==> config.mk <==
export PLATFORM = sky130hd
export DESIGN_NAME = sleqw_muldiv
export DESIGN_NICKNAME = d
export VERILOG_FILES = /design/src/sleqw_pkg.sv /design/src/sleqw_muldiv.sv
export SDC_FILE = /design/constraint.sdc
export NUM_CORES = 1
export LEC_CHECK = 0
export BUFFER_PORTS_ARGS = -buffer_cell sky130_fd_sc_hd__buf_2
export CAP_MARGIN = 20
export CORE_MARGIN = 3
export CORE_UTILIZATION = 30
export DETAILED_ROUTE_END_ITERATION = 8
export GPL_ROUTABILITY_DRIVEN = 0
export PLACE_DENSITY = 0.5
export SYNTH_ARGS = -nofsm -noshare
export SYNTH_HDL_FRONTEND = slang
export SYNTH_SLANG_ARGS = --single-unit
==> constraint.sdc <==
create_clock -name clock -period 14.3 [get_ports clock]
set_clock_uncertainty 0.2 [all_clocks]
set_input_delay 2.86 -clock clock [delete_from_list [all_inputs] [get_ports clock]]
set_output_delay 2.86 -clock clock [all_outputs]
set_load 0.1 [all_outputs]
==> src/sleqw_pkg.sv <==
package sleqw_pkg;

   localparam int WL_W      = 32;
   localparam int FLUX_W    = 24;
   localparam int EW_W      = 40;
   localparam int AVG_LEN_W = 13;
   localparam int HALF_W    = 12;
   localparam int SUM_W     = 37;
   localparam int AVG_W     = 33;
   localparam int MD_A_W    = 46;
   localparam int MD_B_W    = 34;
   localparam int MD_C_W    = 64;
   localparam int ACC_X_W   = 66;
   localparam int CSR_IDX_W = 2;

   localparam logic [CSR_IDX_W-1:0] CSR_BLUE_EDGE = 2'd0;
   localparam logic [CSR_IDX_W-1:0] CSR_RED_EDGE  = 2'd1;
   localparam logic [CSR_IDX_W-1:0] CSR_AVG_LEN   = 2'd2;

   localparam logic [AVG_LEN_W-1:0]     AVG_LEN_RESET = 13'd2;
   localparam logic signed [EW_W-1:0]   EW_NOT_FOUND  = -40'sd256;
   localparam logic signed [EW_W-1:0]   EW_HIGH       = 40'sh7F_FFFF_FFFF;
   localparam logic signed [EW_W-1:0]   EW_LOW        = 40'sh80_0000_0000;
   localparam logic [MD_C_W-1:0]        MD_CAP        = 64'h4000_0000_0000_0000;

   typedef enum logic [4:0] {
      ST_LOAD, ST_CHECK, ST_RD_WB, ST_RD_WR, ST_LATCH_WR, ST_SUM,
      ST_AVG0, ST_AVG0_W, ST_AVG1, ST_AVG1_W,
      ST_PT_RD0, ST_PT_RD1, ST_PT_RD2, ST_PT_C, ST_PT_CW, ST_PT_T, ST_PT_TW,
      ST_PT_NEXT, ST_DONE
   } state_type;

   typedef enum logic [1:0] {MD_IDLE, MD_MUL, MD_DIV, MD_FIN} md_state_type;

   typedef struct packed {
      logic                     start;
      logic signed [MD_A_W-1:0] a;
      logic signed [MD_B_W-1:0] b;
      logic signed [MD_C_W-1:0] c;
   } md_req_type;

   typedef struct packed {
      logic                     done;
      logic signed [MD_C_W-1:0] quo;
      logic                     rem_nz;
   } md_rsp_type;

endpackage

==> src/sleqw_muldiv.sv <==
module sleqw_muldiv (
   input  logic                   clock,
   input  logic                   reset,
   input  sleqw_pkg::md_req_type  req,
   output sleqw_pkg::md_rsp_type  rsp
);
   import sleqw_pkg::*;

   md_state_type      st_ff, st_in;
   logic [MD_C_W-1:0] x_ff, prod_ff, z_ff, rem_ff;
   logic [MD_B_W-1:0] y_ff;
   logic [6:0]        cnt_ff;
   logic              neg_ff;

   logic [MD_A_W-1:0] amag;
   logic [MD_B_W-1:0] bmag;
   logic [MD_C_W-1:0] cmag, qcap;
   logic [MD_C_W:0]   rem_sh;
   logic              take;

   assign amag   = req.a[MD_A_W-1] ? MD_A_W'(-req.a) : MD_A_W'(req.a);
   assign bmag   = req.b[MD_B_W-1] ? MD_B_W'(-req.b) : MD_B_W'(req.b);
   assign cmag   = req.c[MD_C_W-1] ? MD_C_W'(-req.c) : MD_C_W'(req.c);
   assign rem_sh = {rem_ff, prod_ff[MD_C_W-1]};
   assign take   = rem_sh >= {1'b0, z_ff};
   assign qcap   = (prod_ff > MD_CAP) ? MD_CAP : prod_ff;

   always_comb begin
      st_in = st_ff;
      case (st_ff)
         MD_IDLE: if (req.start) st_in = MD_MUL;
         MD_MUL:  if (cnt_ff == 7'(MD_B_W - 1)) st_in = MD_DIV;
         MD_DIV:  if (cnt_ff == 7'(MD_C_W - 1)) st_in = MD_FIN;
         MD_FIN:  st_in = MD_IDLE;
         default: st_in = MD_IDLE;
      endcase
   end

   always_comb begin
      rsp.done   = (st_ff == MD_FIN);
      rsp.quo    = neg_ff ? -$signed(qcap) : $signed(qcap);
      rsp.rem_nz = (rem_ff != '0);
   end

   always_ff @(posedge clock) begin
      if (reset) begin
         st_ff  <= MD_IDLE;
         cnt_ff <= '0;
      end else begin
         st_ff <= st_in;
         case (st_ff)
            MD_IDLE: begin
               cnt_ff <= '0;
               if (req.start) begin
                  x_ff    <= MD_C_W'(amag);
                  y_ff    <= bmag;
                  z_ff    <= cmag;
                  neg_ff  <= req.a[MD_A_W-1] ^ req.b[MD_B_W-1] ^ req.c[MD_C_W-1];
                  prod_ff <= '0;
                  rem_ff  <= '0;
               end
            end
            MD_MUL: begin
               if (y_ff[0]) prod_ff <= prod_ff + x_ff;
               x_ff   <= x_ff << 1;
               y_ff   <= y_ff >> 1;
               cnt_ff <= (cnt_ff == 7'(MD_B_W - 1)) ? '0 : cnt_ff + 7'd1;
            end
            MD_DIV: begin
               rem_ff  <= take ? MD_C_W'(rem_sh - {1'b0, z_ff}) : MD_C_W'(rem_sh);
               prod_ff <= {prod_ff[MD_C_W-2:0], take};
               cnt_ff  <= cnt_ff + 7'd1;
            end
            default: cnt_ff <= '0;
         endcase
      end
   end
endmodule

After elaboration in Yosys (flattened, before gate mapping)
Cells that the tools add are included.
{"block": "word_totals", "ff_bits": 300, "output_inout_bits": 66}
{"block": "classes", "add_sub_neg": 7, "eq_ne": 9, "magnitude_cmp": 2, "reduce_logical": 10, "mux": 20, "bitwise_logic": 3}
{"operator": "2-to-1 mux 64 bit", "n": 6}
{"operator": "one-hot mux 64 bit (2 select lines)", "n": 2}
{"operator": "one-hot mux 64 bit (3 select lines)", "n": 1}
{"operator": "negation 64 bit", "n": 2}
{"operator": "2-to-1 mux 34 bit", "n": 2}
{"operator": "one-hot mux 34 bit (2 select lines)", "n": 1}
{"operator": ">= comparator 65 x 64 -> 1 bit", "n": 1}
{"operator": "adder 64 bit", "n": 1}
{"operator": "greater-than comparator 64 x 63 -> 1 bit, second input constant", "n": 1}
{"operator": "nonzero test 64 bit", "n": 1}
{"operator": "subtractor 64 bit", "n": 1}
{"operator": "2-to-1 mux 63 bit", "n": 1}
{"operator": "2-to-1 mux 46 bit", "n": 1}
{"operator": "negation 46 bit", "n": 1}
{"operator": "negation 34 bit", "n": 1}
{"operator": "== test 7 x 6 -> 1 bit, second input constant", "n": 2}
{"operator": "one-hot mux 7 bit (2 select lines)", "n": 1}
{"operator": "AND reduction 3 bit", "n": 4}
{"operator": "!= test 2 bit, second input constant", "n": 4}
{"operator": "one-hot mux 2 bit (4 select lines)", "n": 1}
{"operator": "adder 7 x 1 -> 7 bit, second input constant", "n": 1}
{"operator": "2-to-1 mux 7 bit", "n": 1}
{"operator": "2-to-1 mux 2 bit", "n": 3}
{"operator": "== test 2 bit, second input constant", "n": 2}
{"operator": "7 further kinds", "n": 9}

Depth between registers and ports, before layout
{"block": "logic_depth", "ltp_word": 4, "depth_mapped": 21, "ltp_nobuf": 17}

Least setup slack after synthesis
Ideal clock, no wire load.
{"block": "synth_path", "kind": "in2reg", "from": "input port req[144] in the netlist's numbering", "to": "register prod_ff[0] (enable)", "required_ns": 13.272, "slack_ns": 0.379, "stages": 2, "arrival_time_ns": 12.893, "n_path_buf": 0, "setup_ns": 0.828, "path_cell_list": "nor2b_1 a2111oi_0"}
{"block": "synth_via", "elab_chain_cells": 2}
{"element": "start: declaration", "line_no": "sleqw_muldiv.sv:4", "source": "input sleqw_pkg::md_req_type req,"}
{"element": "!= test 2 bit (no source line)"}
{"element": "AND reduction 4 bit (no source line)"}
{"element": "end signal: assignment", "line_no": "sleqw_muldiv.sv:64", "source": "if (y_ff[0]) prod_ff <= prod_ff + x_ff;"}
{"element": "end signal: assignment", "line_no": "sleqw_muldiv.sv:71", "source": "prod_ff <= {prod_ff[MD_C_W-2:0], take};"}
{"element": "end: declaration", "line_no": "sleqw_muldiv.sv:10", "source": "logic [MD_C_W-1:0] x_ff, prod_ff, z_ff, rem_ff;"}
No other way between the ends.
A chain may end at the register's enable or synchronous reset.

==> impl_metrics.toml <==
[run_status]
status = "finished, final reports clean"

[logic_synthesis]
ys_ff_latch = 300
avgSynthCellArea_sq_um = 8.66
synth_warnings = 0
synth.distinct_cells = 82
syn-num-nets = 3103
synth.area.top_cells = "edfxtp_1, ha_1, nand2_1"
ys_seq_area_frac = 0.366
synthCells = 2816
synth_edf_count = 291
synth_ff_type = "edfxtp_1"
synth.top_cell.area_share = 0.358
synth_top_area_cell = "edfxtp_1"
synth_area_sq_um = 24400
synthArstFlopShare = 0

[final_layout]
final_layout_size_suffix_gt1_frac = 0.115
final_common_cell = "nand2_1"
layout.nets = 3240
num-fill-cells = 8360
final_cell_mix = "nand2_1, edfxtp_1, o21ai_0"
area.growth.synth_to_final_pct = 13.9

[sta]
rsz0062_at_grt = "false"
fin_setup_tns_ns = 0
hold_viol = 0
finalSetupViolCount = 0
max_freq_mhz = 101
slew_violations = 0
tightest_slew_ns = 0.997
period_share = 0.693
period_minus_slack_ns = 9.91
holdWs_ns = 0.269
relSlewSlack = 0.327

[flow_run]
drv_cap = 0

[drt]
routed_wl_um = 78000
first_pass_iters = 5
viasPerCell = 5.35
wl_per_cell_um = 19.3
num_vias = 21600
drc = 0
ant_nets = 0
drtIter0Drc = 1495

[placed_design]
hpwl_um = 57900
port_buffers = 212

[pwr]
switching_share = 0.485
p_sw_mw = 2.56
p_comb_frac = 0.533
peakVddDrop_v = 0.000148
pwr-share-clk = 0.193
p_per_area_nw_per_um2 = 190
p_total_mw = 5.28
p_leak_nw = 10.6
p_seq_frac = 0.274
p_int_mw = 2.72

[grt]
grt_pass1_vias = 21300
grt_util_met3 = 0.0320
overflow = 0
busiest_layer = "met2"
grt_max_degree = 86
grtUsageTotal = 0.178
met2_usage = 0.283
grt_pass1_wl_um = 122000
antenna_found_initial = 4
gr-usage-met1 = 0.240

[floorplan]
die_width_um = 291
die_h_um = 291
initial_utilization = 0.306
rows = 103
dieArea_sq_um = 84800
io_pins = 213
fp.coreArea_sq_um = 79800

[setup_path]
critPathArrivalTime_ns = 6.85
end_kind = "primary output"
cp_max_fo = 28
start_kind = "register"
r2r_start = "rem_ff[57]"
critPathRequiredTime_ns = 11.24
startpoint = "prod_ff[8]"
critPathKind = "reg2out"

[min_path]
hold_start = "cnt_ff[0]"
hold_path.class = "reg2reg"

[clock_network]
cts_tree = "yes"
clk_pin_slew_ns = 0.06
cts_made_buffers = 41
post_cts_resized = 0
htreeDepth = 2
ctsHoldBuffers = 0
clkLatencyLatePin_ns = 0.59
clockBufferDepth = 3
cts_setup_buffers = 0
cts-root-buf = "clkbuf_16"
clock_sinks = 300
[critical path, stage by stage, from the launching register on]
cell and delay, ns:
edfxtp_1 0.52, or4_1 0.63, nor4_1 0.73, nand3b_1 0.41
o31ai_1 0.56, and2_1 0.20, buf_4 0.34, nand2_1 0.14
ha_1 0.41, nor2b_1 0.69, nor2_1 0.37, buf_4 0.31
nor3_1 0.43, buf_2 0.52
[routing by layer]
layer / share of wire / up-vias
li1: - / 10700
met1: 0.46 / 10300
met2: 0.45 / 515
met3: 0.055 / 143
met4: 0.037 / 2
met5: 0.00017 / -
[per-stage QoR]
stage | area (sq um) | util | worst slack [ns] | std cells
finish | 27800 | 0.348 | 4.39 | 4038
global route | 27800 | 0.348 | 4.14 | 4036
floorplan | 24400 | - | 0.379 | 2816
detailed placement | 26500 | 0.332 | 5.14 | 3960
global placement | 26500 | 0.332 | 5.23 | 3960
CTS | 27800 | 0.348 | 4.49 | 4036
[flip-flops by register name (all words and copies together), names as in the netlist]
register and flops:
z_ff 64, rem_ff 64, neg_ff 1, prod_ff 64, x_ff 64, y_ff 34
cnt_ff 7, st_ff 2
[worst paths after layout]
kind / slack [ns] / end / cells past startpoint
worst min-delay path: 0.27 / cnt_ff[0] / 1
worst max register to register: 9.70 / rem_ff[56] / 12
worst min register to register: 0.27 / cnt_ff[0] / 1
worst max-delay path: 4.39 / rsp[19] / 13
[layout make-up]
class	count	area, sq um	share of cell area
multi-input cells	2258	14600	0.524
flip-flops and latches	300	8920	0.321
well taps	1050	1310	0.0473
repair buffers	233	1220	0.0438
clock buffers	50	1080	0.0389
inverters	119	447	0.0161
clock inverters	26	250	0.00900
diodes	2	5.00	0.000180
[power groups by stage]
stage	sequential [mW]	combinational, mW	clock (mW)
final	1.44	2.81	1.02
after global placement	1.45	2.82	0
after CTS	1.44	2.81	1.06
after detailed placement	1.46	2.79	0
after floorplan	1.40	2.14	0
after global routing	1.47	3.07	1.10
[kinds of logic (layout without fill, tap and decap cells)]
group	after synthesis	in the layout	synth area share
compound gates	841	841	0.220
mux	8	8	0.00338
simple gates	980	980	0.195
buf+inv	258	428	0.0397
fa+ha+maj	140	140	0.0724
xor+xnor	289	289	0.104
other cells	0	2	0
flops	300	300	0.366
[synth_stat cells, types with 25 or more instances]
cell,instances
nand3_1,62
or3_1,55
a31oi_1,27
edfxtp_1,291
a21oi_1,187
clkbuf_1,126
ha_1,138
nor2b_1,49
o31ai_1,63
or4_1,25
xor2_1,144
xnor2_1,145
and2_1,36
a21o_1,88
a22oi_1,29
nor4_1,42
o21ai_0,249
nand4_1,33
nor2_1,159
nand2_1,393
nor3_1,35
inv_1,119
(Power assumes the default switching activity.)
